--- config.mk ---
export PLATFORM = sky130hd
export DESIGN_NAME = tcae_sgr
export DESIGN_NICKNAME = d
export VERILOG_FILES = /design/src/tcae_pkg.sv /design/src/tcae_sgr.sv
export SDC_FILE = /design/constraint.sdc
export NUM_CORES = 1
export LEC_CHECK = 0
export ABC_AREA = 1
export BUFFER_PORTS_ARGS = -buffer_cell sky130_fd_sc_hd__buf_2
export CORE_MARGIN = 3
export CORE_UTILIZATION = 63
export DETAILED_ROUTE_END_ITERATION = 8
export PLACE_DENSITY = 0.89
export SLEW_MARGIN = 20
export SYNTH_ARGS = -nofsm -noshare
export SYNTH_HDL_FRONTEND = slang
export SYNTH_SLANG_ARGS = --single-unit
--- constraint.sdc ---
create_clock -name clk_i -period 9.74 [get_ports clk_i]
set_clock_uncertainty 0.05 [all_clocks]
set_input_delay 0.974 -clock clk_i [delete_from_list [all_inputs] [get_ports clk_i]]
set_output_delay 0.974 -clock clk_i [all_outputs]
set_load 0.01 [all_outputs]
--- src/tcae_pkg.sv ---
// Shared types, character codes and colour helpers for the text console engine.
package tcae_pkg;

  // Command codes
  localparam logic CMD_PUT  = 1'b0;
  localparam logic CMD_READ = 1'b1;

  // Configuration register indexes (decoded from paddr[2])
  localparam logic REG_DEF_FG = 1'b0;
  localparam logic REG_DEF_BG = 1'b1;

  // Reset values of the default colours
  localparam logic [3:0] FG_RST = 4'd7;
  localparam logic [2:0] BG_RST = 3'd0;

  // Character codes
  localparam logic [7:0] CH_BS    = 8'h08;
  localparam logic [7:0] CH_TAB   = 8'h09;
  localparam logic [7:0] CH_LF    = 8'h0A;
  localparam logic [7:0] CH_FF    = 8'h0C;
  localparam logic [7:0] CH_CR    = 8'h0D;
  localparam logic [7:0] CH_ESC   = 8'h1B;
  localparam logic [7:0] CH_SPACE = 8'h20;
  localparam logic [7:0] CH_DEL   = 8'h7F;
  localparam logic [7:0] CH_ZERO  = 8'h30;
  localparam logic [7:0] CH_NINE  = 8'h39;
  localparam logic [7:0] CH_SEMI  = 8'h3B;
  localparam logic [7:0] CH_LBRK  = 8'h5B;
  localparam logic [7:0] CH_SGR_M = 8'h6D;

  // SGR codes
  localparam logic [7:0] SGR_RESET  = 8'd0;
  localparam logic [7:0] SGR_BOLD   = 8'd1;
  localparam logic [7:0] SGR_FG_LO  = 8'd30;
  localparam logic [7:0] SGR_FG_HI  = 8'd37;
  localparam logic [7:0] SGR_FG_DEF = 8'd39;
  localparam logic [7:0] SGR_BG_LO  = 8'd40;
  localparam logic [7:0] SGR_BG_HI  = 8'd47;
  localparam logic [7:0] SGR_BG_DEF = 8'd49;

  typedef struct packed {
    logic        cmd;
    logic [7:0]  char_byte;
    logic [10:0] cell_address;
  } in_item_t;

  typedef struct packed {
    logic [15:0] cell_value;
    logic [10:0] cursor_location;
    logic [4:0]  cursor_row;
    logic [6:0]  cursor_col;
    logic        escape_active;
  } out_item_t;

  // Parser status seen by the controller
  typedef struct packed {
    logic       in_seq;
    logic [3:0] fg;
    logic [2:0] bg;
  } sgr_stat_t;

  typedef struct packed {
    logic [3:0] fg;
    logic [2:0] bg;
    logic       bold;
  } attr_t;

  // ANSI colour order to VGA colour order
  function automatic logic [2:0] sgr_colour(input logic [2:0] idx);
    logic [2:0] c;
    case (idx)
      3'd0: c = 3'd0;
      3'd1: c = 3'd4;
      3'd2: c = 3'd2;
      3'd3: c = 3'd6;
      3'd4: c = 3'd1;
      3'd5: c = 3'd5;
      3'd6: c = 3'd3;
      3'd7: c = 3'd7;
      default: c = 3'd0;
    endcase
    return c;
  endfunction

  // Apply one SGR code to the attribute
  function automatic attr_t apply_code(input logic [7:0] code, input attr_t a,
                                       input logic [3:0] dfg, input logic [2:0] dbg);
    attr_t r;
    logic [7:0] off;
    r = a;
    off = 8'd0;
    if (code == SGR_RESET) begin
      r.fg = dfg;
      r.bg = dbg;
      r.bold = 1'b0;
    end else if (code == SGR_BOLD) begin
      if (!a.bold) r.fg = a.fg + 4'd8;
      r.bold = 1'b1;
    end else if (code >= SGR_FG_LO && code <= SGR_FG_HI) begin
      off = code - SGR_FG_LO;
      r.fg = {a.bold, sgr_colour(off[2:0])};
    end else if (code == SGR_FG_DEF) begin
      r.fg = dfg;
    end else if (code >= SGR_BG_LO && code <= SGR_BG_HI) begin
      off = code - SGR_BG_LO;
      r.bg = sgr_colour(off[2:0]);
    end else if (code == SGR_BG_DEF) begin
      r.bg = dbg;
    end
    return r;
  endfunction

endpackage

--- src/tcae_sgr.sv ---
// Escape sequence parser and colour attribute state.
module tcae_sgr import tcae_pkg::*; #(
  parameter int MAX_SGR_PARAMS = 4
) (
  input  logic       clk_i,
  input  logic       rst_ni,
  input  logic       strobe_i,
  input  logic [7:0] byte_i,
  input  logic [3:0] def_fg_i,
  input  logic [2:0] def_bg_i,
  output logic       consumed_o,
  output sgr_stat_t  stat_o
);

  localparam int NW = $clog2(MAX_SGR_PARAMS + 1);

  logic          in_seq_q, in_seq_d;
  logic [7:0]    acc_q, acc_d;
  logic [NW-1:0] cnt_q, cnt_d;
  logic [7:0]    nums_q [MAX_SGR_PARAMS];
  logic [7:0]    nums_d [MAX_SGR_PARAMS];
  attr_t         attr_q, attr_d;
  logic [11:0]   dec_sum;
  logic [7:0]    digit;

  assign consumed_o = in_seq_q || (byte_i == CH_ESC);
  assign stat_o = '{in_seq: in_seq_q, fg: attr_q.fg, bg: attr_q.bg};

  // Byte interpretation
  always_comb begin
    in_seq_d = in_seq_q;
    acc_d    = acc_q;
    cnt_d    = cnt_q;
    nums_d   = nums_q;
    attr_d   = attr_q;
    digit    = byte_i - CH_ZERO;
    dec_sum  = 12'(acc_q) * 12'd10 + 12'(digit);
    if (strobe_i) begin
      if (!in_seq_q) begin
        if (byte_i == CH_ESC) in_seq_d = 1'b1;
      end else if (byte_i == CH_LBRK) begin
        in_seq_d = 1'b1;
      end else if (byte_i >= CH_ZERO && byte_i <= CH_NINE) begin
        acc_d = (dec_sum > 12'd255) ? 8'd255 : dec_sum[7:0];
      end else if (byte_i == CH_SEMI || byte_i == CH_SGR_M) begin
        // store the pending number
        if (32'(cnt_q) < MAX_SGR_PARAMS) begin
          for (int i = 0; i < MAX_SGR_PARAMS; i++) begin
            if (32'(cnt_q) == i) nums_d[i] = acc_q;
          end
          cnt_d = cnt_q + NW'(1);
        end
        acc_d = 8'd0;
        if (byte_i == CH_SGR_M) begin
          for (int i = 0; i < MAX_SGR_PARAMS; i++) begin
            if (i < 32'(cnt_d)) attr_d = apply_code(nums_d[i], attr_d, def_fg_i, def_bg_i);
          end
          in_seq_d = 1'b0;
          cnt_d    = '0;
        end
      end else begin
        in_seq_d = 1'b0;
        acc_d    = 8'd0;
        cnt_d    = '0;
      end
    end
  end

  // State registers
  always_ff @(posedge clk_i or negedge rst_ni) begin
    if (!rst_ni) begin
      in_seq_q <= 1'b0;
      acc_q    <= 8'd0;
      cnt_q    <= '0;
      attr_q   <= '{fg: FG_RST, bg: BG_RST, bold: 1'b0};
      for (int i = 0; i < MAX_SGR_PARAMS; i++) nums_q[i] <= 8'd0;
    end else begin
      in_seq_q <= in_seq_d;
      acc_q    <= acc_d;
      cnt_q    <= cnt_d;
      attr_q   <= attr_d;
      nums_q   <= nums_d;
    end
  end

endmodule

After elaboration in Yosys (flattened, before gate mapping)
Memory sizes are Yosys's and may differ from the RTL's.
Index checks and enable logic that the tools add are counted.
{ "word_totals": {"mem_count": 8, "input_bits": 18, "rom_bits": 192, "output_inout_bits": 9, "reg_bits": 52, "word_cells": 191} }
{ "mem_list": {"columns": ["name", "depth", "width", "rd", "rd_clocked_by_memory_dff", "write_ports", "line_no", "rtl"], "rows": [
  ["(name not given)", 8, 3, 1, 0, 0, "tcae_pkg.sv:71", "case (idx)"],
  ["(name not given)", 8, 3, 1, 0, 0, "tcae_pkg.sv:71", null],
  ["(name not given)", 8, 3, 1, 0, 0, "tcae_pkg.sv:71", null],
  ["(name not given)", 8, 3, 1, 0, 0, "tcae_pkg.sv:71", null],
  ["(name not given)", 8, 3, 1, 0, 0, "tcae_pkg.sv:71", null],
  ["(name not given)", 8, 3, 1, 0, 0, "tcae_pkg.sv:71", null],
  ["+2 memories", null, null, null, null, null, null, null]
]} }
{ "op_classes": {"muxes": 92, "order_cmp": 24, "add_sub_neg": 15, "multipliers": 1, "n_eq_ne": 19, "bitwise_logic": 2, "n_reduce_logical": 20} }
{ "ops": {"columns": ["operator", "count"], "rows": [
  ["$mux 8", 32],
  ["$mux 32", 6],
  ["$mux 3", 28],
  ["$eq 8x6->1 const B", 9],
  ["$le 8x6->1 const B", 9],
  ["$mux 4", 16],
  ["$ge 8x6->1 const B", 5],
  ["$eq 8x1->1 const B", 4],
  ["$ge 8x5->1 const B", 4],
  ["$logic_not 8->1", 4],
  ["$add 4x4->4 const B", 4],
  ["$eq 8x7->1 const B", 2],
  ["$add 12x8->12", 1],
  ["$gt 12x8->1 const B", 1],
  ["$sub 3x1->3 const B", 4],
  ["$sub 3x3->3 const B", 4],
  ["$mul 8x3->11 const B", 1],
  ["$mux 1", 10],
  ["$logic_and 1x1->1", 9],
  ["$eq 8x5->1 const B", 1],
  ["$sub 8x6->8 const B", 1],
  ["$eq 3x2->1 const B", 2],
  ["$lt 1x3->1 const A", 2],
  ["$lt 2x3->1 const A", 2],
  ["10 further kinds", 12]
]} }

Longest topological paths before layout
Gate-level depths: netlist (run 1).
{ "logic_depth": {"depth_word": 55, "mapped_depth": 35} }

Worst setup path before layout (run 1)
Ideal clock, no wire load.
{ "synth_timing": {"path_kind": "register to register", "start": "reg acc_q[1]", "end": "reg acc_q[3]", "path_slack_ns": 6.450, "setup_ns": 0.134, "t_arrival_ns": 3.106, "period_less_slack_ns": 3.290, "path_stages_with_launch": 18, "t_required_ns": 9.556, "cell_sequence": "dfrtp_1 ha_1 ha_1 inv_1 fa_1 inv_1 ha_1 a21boi_0 nor2_1 inv_1 a21oi_1 o21ai_0 xor2_1 o21ai_0 a21oi_1 o2111ai_1 a21oi_1 o22ai_1"} }
{ "synth_between": {"elab_chain_len": 5} }
{ "synth_lines": {"columns": ["element", "line_no", "rtl"], "rows": [
  ["start, declared", "tcae_sgr.sv:18", "logic [7:0] acc_q, acc_d;"],
  ["start signal, assigned", "tcae_sgr.sv:73", "acc_q <= 8'd0;"],
  ["start signal, assigned", "tcae_sgr.sv:79", "acc_q <= acc_d;"],
  ["$mul 8x3->11 *", "tcae_sgr.sv:37", "dec_sum = 12'(acc_q) * 12'd10 + 12'(digit);"],
  ["$add 12x8->12 *", "tcae_sgr.sv:37", null],
  ["$gt 12x8->1", "tcae_sgr.sv:44", "acc_d = (dec_sum > 12'd255) ? 8'd255 : dec_sum[7:0];"],
  ["$mux 8 *", "tcae_sgr.sv:44", null],
  ["$mux 8 *", "tcae_sgr.sv:43", "end else if (byte_i >= CH_ZERO && byte_i <= CH_NINE) begin"]
]} }
Mark *: on every way between the ends. The rest lies on a longest branch, timed or not.
A chain may end at the register's enable or synchronous reset.

Worst setup path in the final report (run 1)
{ "layout_timing": {"start": "reg acc_q[3]", "end": "reg acc_q[5]"} }
The elaborated chain is that of the path after synthesis.

==> run summary, run 1 <==
Clock transition at path regs = 110 ps
Largest net degree at the start of global routing = 61
CP peak stage delay = 490 ps
GRT Util Overall = 32.3%
Die W = 96.1 um
Initial antenna violation count = 0
Maximum clock path buffer count = 2
Hold slack = 450 ps
Synth cell types = 48
Die area = 0.00923 sq mm
Ports = 27
Xor/xnor cell area share of the yosys netlist = 1.37%
Adder-cell share of the synthesized area = 7.89%
Avg Cell Area, Syn = 6.31 sq um
Cells after synthesis = 810
Setup violations, final = 0
Setup bufs post-CTS = 0
Synth Flop Type = dfrtp_1
Layout cell share with drive strength beyond 1 = 9.82%
First-pass GRT wire length = 23600 um
Post-Syn Area = 0.00511 sq mm
Post-synthesis mux area share = 0%
Worst Setup Path Type = reg -> reg
Synth Area in Simple Gates = 28.2%
Post-synth top area share = 24.0%
Register area share after synthesis = 25.5%
Setup TNS = 0 ps
Post-cts hold buffer count = 0
Fmax = 265 MHz
Cell taking the most area after synthesis = dfrtp_1
Number of enable flip-flop cells after synthesis = 0
Post-CTS sizing = 0
Initial Utilization = 65.4%
Detailed-route via count = 5513
Routed Antenna Nets = 0
DRT Pass-1 Iters = 6
RSZ-0062 raised after global routing = no
Fin cells = 927
Critical path data required time = 9880 ps
Worst EP arrival = 3910 ps
Synth area leaders = dfrtp_1 (24%), nand2_1 (13%), inv_1 (8.4%)
Die H = 96.1 um
DRC viols = 0
Hold Path Class = reg -> reg
Leakage power = 2.75 nW
Worst-Skew Late Latency = 320 ps
Fill count = 682
Max-cap viol count = 0
Crit-path leading delay family = compound AO/OA/AOI/OAI gates
Drt initial violations = 610
Area grow syn2layout = 5.66%
Main combinational cell family by area after synthesis = simple AND/OR/NAND/NOR gates
Clock sink total = 52
Status = complete, no violations
Startpoint Class = register
CP max-delay cell = dfrtp_1
TritonCTS Buffers = 5
Routed Wire Length = 14300 um
HPWL after DPL = 11000 um
Post-Place Cell Area = 0.00527 sq mm
Area of the core = 0.00781 sq mm
FP Rows = 32
Worst-Margin Slew = 711 ps
Worst vdd ir = 0.203 mV
Final instance area = 0.00540 sq mm
PD cells = 389 mW/mm^2
CTS tree = yes
Synth cell count leaders = nand2_1 (183), inv_1 (115), nor2_1 (86)
Crit Path Max Fanout = 8
Internal reg-to-reg setup slack = 5970 ps
Top-count cell post-synth = nand2_1
Vias in the first global route = 5003
Inst Count DP = 920
Relative max-transition margin = 52.5%
Final Hold Vio Count = 0
Synth warnings = 0
Layout Utilization = 69.1%
H-tree levels = 2
Slew Limit Fails = 0
Synth Area in Compound Gates = 24.4%
Input/output buffers = 26
WP buf/inv = 3
Shortest period the worst path allows = 3770 ps
Root buffer cell = clkbuf_8
Diodes inserted = 0
Critical path capture point type = register
Post-Syn Nets = 859
Yosys reg bits = 52
Final GP Congestion = 1.06
Grt ovf = 0
Nets = 874
WL per Instance = 15.4 um
Final Cycle Share = 38.7%
CP Cell Sequence = ha_1 > ha_1 > inv_1 > fa_1 > inv_1 > ha_1 > a21boi_0 > nor2_1 > inv_1 > a21oi_1 > o21ai_0 > xor2_1 > o21ai_0 > a21oi_1 > o2111ai_1 > a21oi_1 > o22ai_1
Ys async rst share = 100%
Via/cell ratio = 5.95
-- registers in the layout, indices dropped and copies added, names as in the netlist --
name and count:
in_seq_q 1, acc_q 8, nums_q 32, attr_q 1, stat_o 7, cnt_q 3
-- area by class of cell --
type	count	area, sq um	area share [%]
clock buffers	5	68.8	1.27
clock inverters	2	60.1	1.11
inverters	139	522	9.67
multi-input cells	599	3170	58.7
flip-flops and latches	52	1310	24.2
well taps	102	128	2.36
repair buffers	28	145	2.69
-- metrics by stage --
stage | setup slack, ps | power (mW)
after floorplan | 6450 | 1.52
after global placement | 6170 | 1.80
after detailed placement | 6000 | 1.86
after CTS | 5980 | 2.05
after global routing | 5630 | 2.30
final | 5970 | 2.10
-- power by group --
group | total [mW] | switching [mW] | leakage, nW | internal [mW]
Sequential | 0.274 | 0.0356 | 0.681 | 0.238
Combinational | 1.64 | 1.11 | 2.01 | 0.537
Clock | 0.181 | 0.0801 | 0.0642 | 0.101
-- cell families (layout without fill, tap and decap cells) --
kind of cell,after synthesis,count (layout)
compound gates,217,217
fa+ha+maj,31,31
buf+inv,159,174
xor+xnor,8,8
flops,52,52
simple gates,343,343
-- worst paths after layout --
| path | start | to | cells after the start |
|---|---|---|---|
| worst max-delay path | acc_q[3] | acc_q[5] | 17 |
| worst min-delay path | nums_q[18] | nums_q[18] | 2 |
| worst max register to register | acc_q[3] | acc_q[5] | 17 |
| worst min register to register | nums_q[18] | nums_q[18] | 2 |
| max in group asynchronous | rst_ni | nums_q[7] | 2 |
| min in group asynchronous | rst_ni | nums_q[31] | 1 |
-- layer usage --
layer | up-vias | wire [um] | global-route usage, %
met5 | - | 0 | 0
met4 | 0 | 301 | 8.18
met3 | 37 | 1360 | 4.38
met2 | 287 | 6420 | 51.5
met1 | 2482 | 6220 | 46.1
li1 | 2707 | - | -
-- tightest hold or removal path, stage by stage, from the launching register on --
cell and delay, ps:
dfrtp_1 360, nand2_1 50, o21ai_0 60
-- layout by cell type (no fill, tap or decap), drive strengths merged --
cell	instances
a21oi	51
o221ai	2
bufinv	2
o21ai	111
ha	29
xnor2	3
a21boi	1
xor2	5
inv	137
dfrtp	49
a32oi	2
o31ai	2
nand3	35
fa	2
o211ai	11
o21bai	1
nor2	92
nor3	12
o2111ai	3
clkbuf	5
a22o	1
nand4	5
a32o	1
o22ai	14
nor4	5
or2	3
and2	1
a22oi	5
clkinv	2
a221o	1
nand3b	1
a211oi	4
a221oi	3
nand2	189
o41ai	3
dfstp	3
buf	28
o311ai	1
Power figures use the tool's default switching activity.
==> run 2, diff against run 1 <==
--- a/config.mk
+++ b/config.mk
@@ -8,9 +8,9 @@
 export ABC_AREA = 1
 export BUFFER_PORTS_ARGS = -buffer_cell sky130_fd_sc_hd__buf_2
 export CORE_MARGIN = 3
-export CORE_UTILIZATION = 63
+export CORE_UTILIZATION = 57
 export DETAILED_ROUTE_END_ITERATION = 8
-export PLACE_DENSITY = 0.89
+export PLACE_DENSITY = 0.85
 export SLEW_MARGIN = 20
 export SYNTH_ARGS = -nofsm -noshare
 export SYNTH_HDL_FRONTEND = slang
==> constraint.sdc (replaced) <==
create_clock -name clk_i -period 3.12 [get_ports clk_i]
set_clock_uncertainty 0.05 [all_clocks]
set_input_delay 0.312 -clock clk_i [delete_from_list [all_inputs] [get_ports clk_i]]
set_output_delay 0.312 -clock clk_i [all_outputs]
set_load 0.01 [all_outputs]
==> run 2 against run 1 <==
  * The run now ends with negative setup slack left
  * Routed wire length increased by 41%
  * Non-clock buffer count is 115 higher
  * Worst setup slack worse by 6400 ps
  * Core utilization up 14 points
  * Global-route usage up 0.12 points
  * Sequential cell count unchanged
  * Final cell count up 13%
  * Worst hold slack lost 420 ps
  * Register-to-register slack got worse by 6400 ps
==> run summary, run 2 (same netlist as run 1, synthesis figures left out) <==
DRT Pass-1 Iters = 5
Multi-input logic area = 0.00385 sq mm
Clock transition at path regs = 110 ps
Post-cts hold buffer count = 0
Final GP Congestion = 1.07
First-pass GRT wire length = 26600 um
Drt initial violations = 682
Crit-path leading delay family = compound AO/OA/AOI/OAI gates
Max-cap viol count = 0
Area of the core = 0.00846 sq mm
Routed Antenna Nets = 0
Ports = 27
FP Rows = 33
Critical path data required time = 3270 ps
WP buf/inv = 3
Initial Utilization = 60.4%
Worst EP arrival = 3730 ps
Most common cell after layout, fill and taps aside = nand2_1
Failing checks = negative setup slack
Fmax = 279 MHz
H-tree levels = 2
GRT Util Overall = 32.4%
TritonCTS Buffers = 5
Register Area = 0.00131 sq mm
Die area = 0.0101 sq mm
Setup violations, final = 13
Die W = 101 um
Final Hold Vio Count = 0
Diodes inserted = 0
Top reg by flops = nums_q
CP max-delay cell = dfrtp_1
RSZ-0062 raised after global routing = yes
Root buffer cell = clkbuf_8
Status = finished, violations left
Shortest period the worst path allows = 3580 ps
Maximum clock path buffer count = 2
Setup TNS = -3630 ps
Slew Limit Fails = 0
Crit Path Max Fanout = 8
HPWL after DPL = 12500 um
CTS tree = yes
CP Cell Sequence = buf_4 > ha_4 > ha_4 > a21oi_1 > nand2_1 > xnor2_1 > inv_1 > ha_1 > inv_1 > o21ai_2 > xor2_1 > o21ai_1 > a21oi_4 > o2111ai_4 > a21oi_2 > o22ai_2
Final Cycle Share = 115%
Grt ovf = 0
Die H = 101 um
Via/cell ratio = 6.23
Relative max-transition margin = 43.8%
Startpoint Class = register
Detailed-route via count = 6527
Max reg flops = 32
Clock sink total = 52
Worst Setup Path Type = reg -> reg
Input/output buffers = 26
Routed Wire Length = 20100 um
Fill count = 495
CP peak stage delay = 410 ps
Nets = 991
Area grow syn2layout = 37.2%
Vias in the first global route = 5826
Layout Utilization = 82.8%
Layout cell share with drive strength beyond 1 = 33.0%
Hold Path Class = in -> async
Largest net degree at the start of global routing = 36
DRC viols = 0
Worst-Skew Late Latency = 320 ps
Commonest non-fill, non-tap cells in the layout = nand2_1 (156), buf_4 (109), inv_1 (107), nor2_1 (72), o21ai_0 (69)
Critical path capture point type = register
Worst-Margin Slew = 843 ps
Initial antenna violation count = 0
WL per Instance = 19.2 um
Worst Slack Setup Final = -462 ps
[run 2: changes by cell type in the layout (fill, tap and decap cells not counted), moves of 9 or more]
cell,before,now
ha_1,29,20
buf_4,2,109
a21oi_2,1,16
nand2_2,5,26
nand2_1,183,156
a21oi_1,50,32
nor2_1,86,72
o21ai_0,85,69
[run 2: timing repair]
item                                    4_1_cts  5_1_grt
setup buffers                                 3       24
pin swaps                                     5       61
cloned                                        0        3
resized for setup                            27      136
endpoints found under the setup margin       14       15
[run 2: area by class of cell]
| cell class | instances | share of cell area [%] |
|---|---|---|
| inverter | 139 | 7.52 |
| sequential | 52 | 18.6 |
| timing repair buffer | 143 | 15.4 |
| tap | 105 | 1.88 |
| clock buffer | 6 | 1.04 |
| multi-input combinational | 601 | 55.0 |
| clock inverter | 2 | 0.554 |
[run 2: per-stage QoR]
step	hold slack, ps	setup slack [ps]	cells	cell area (sq um)
2_1_floorplan	-33.6	-0.904	810	5130
3_5_place_dp	388	-241	1011	5990
4_1_cts	44.7	-144	1022	6230
6_report	26.2	-462	1048	7010
5_1_grt	76.6	-555	1048	7010
3_3_place_gp	377	-50.4	1010	5960
[run 2: layer usage]
layer  vias up  part of all wire [%]  global-route usage [%]
li1       2940                     -                       -
met1      3018                    38                    41.0
met2       446                    47                    55.1
met3       123                   9.2                    6.71
met4         0                   5.5                    10.5
met5         -                     0                       0
[run 2: final timing paths]
kind / startpoint / end / slack, ps / depth (start not counted)
min in group clk_i: strobe_i / in_seq_q / 220 / 3
min: rst_ni / nums_q[23] / 30 / 1
min reg2reg: nums_q[30] / nums_q[30] / 450 / 2
max: acc_q[3] / acc_q[5] / -460 / 16
max in group asynchronous: rst_ni / stat_o[3] / 2140 / 2
max reg2reg: acc_q[3] / acc_q[5] / -460 / 16
[run 2: worst reg2reg max path: cells and delay by family, from the launching register on]
kind,cells,cell delay [ps]
compound gates,7,1270
flops,1,410
simple gates,1,160
xor+xnor,2,410
fa+ha+maj,3,830
buf+inv,3,330
Power of run 2 is left out: the tool's default activity adds up to more than one toggle a clock period on the data nets, which glitch-free logic cannot reach.
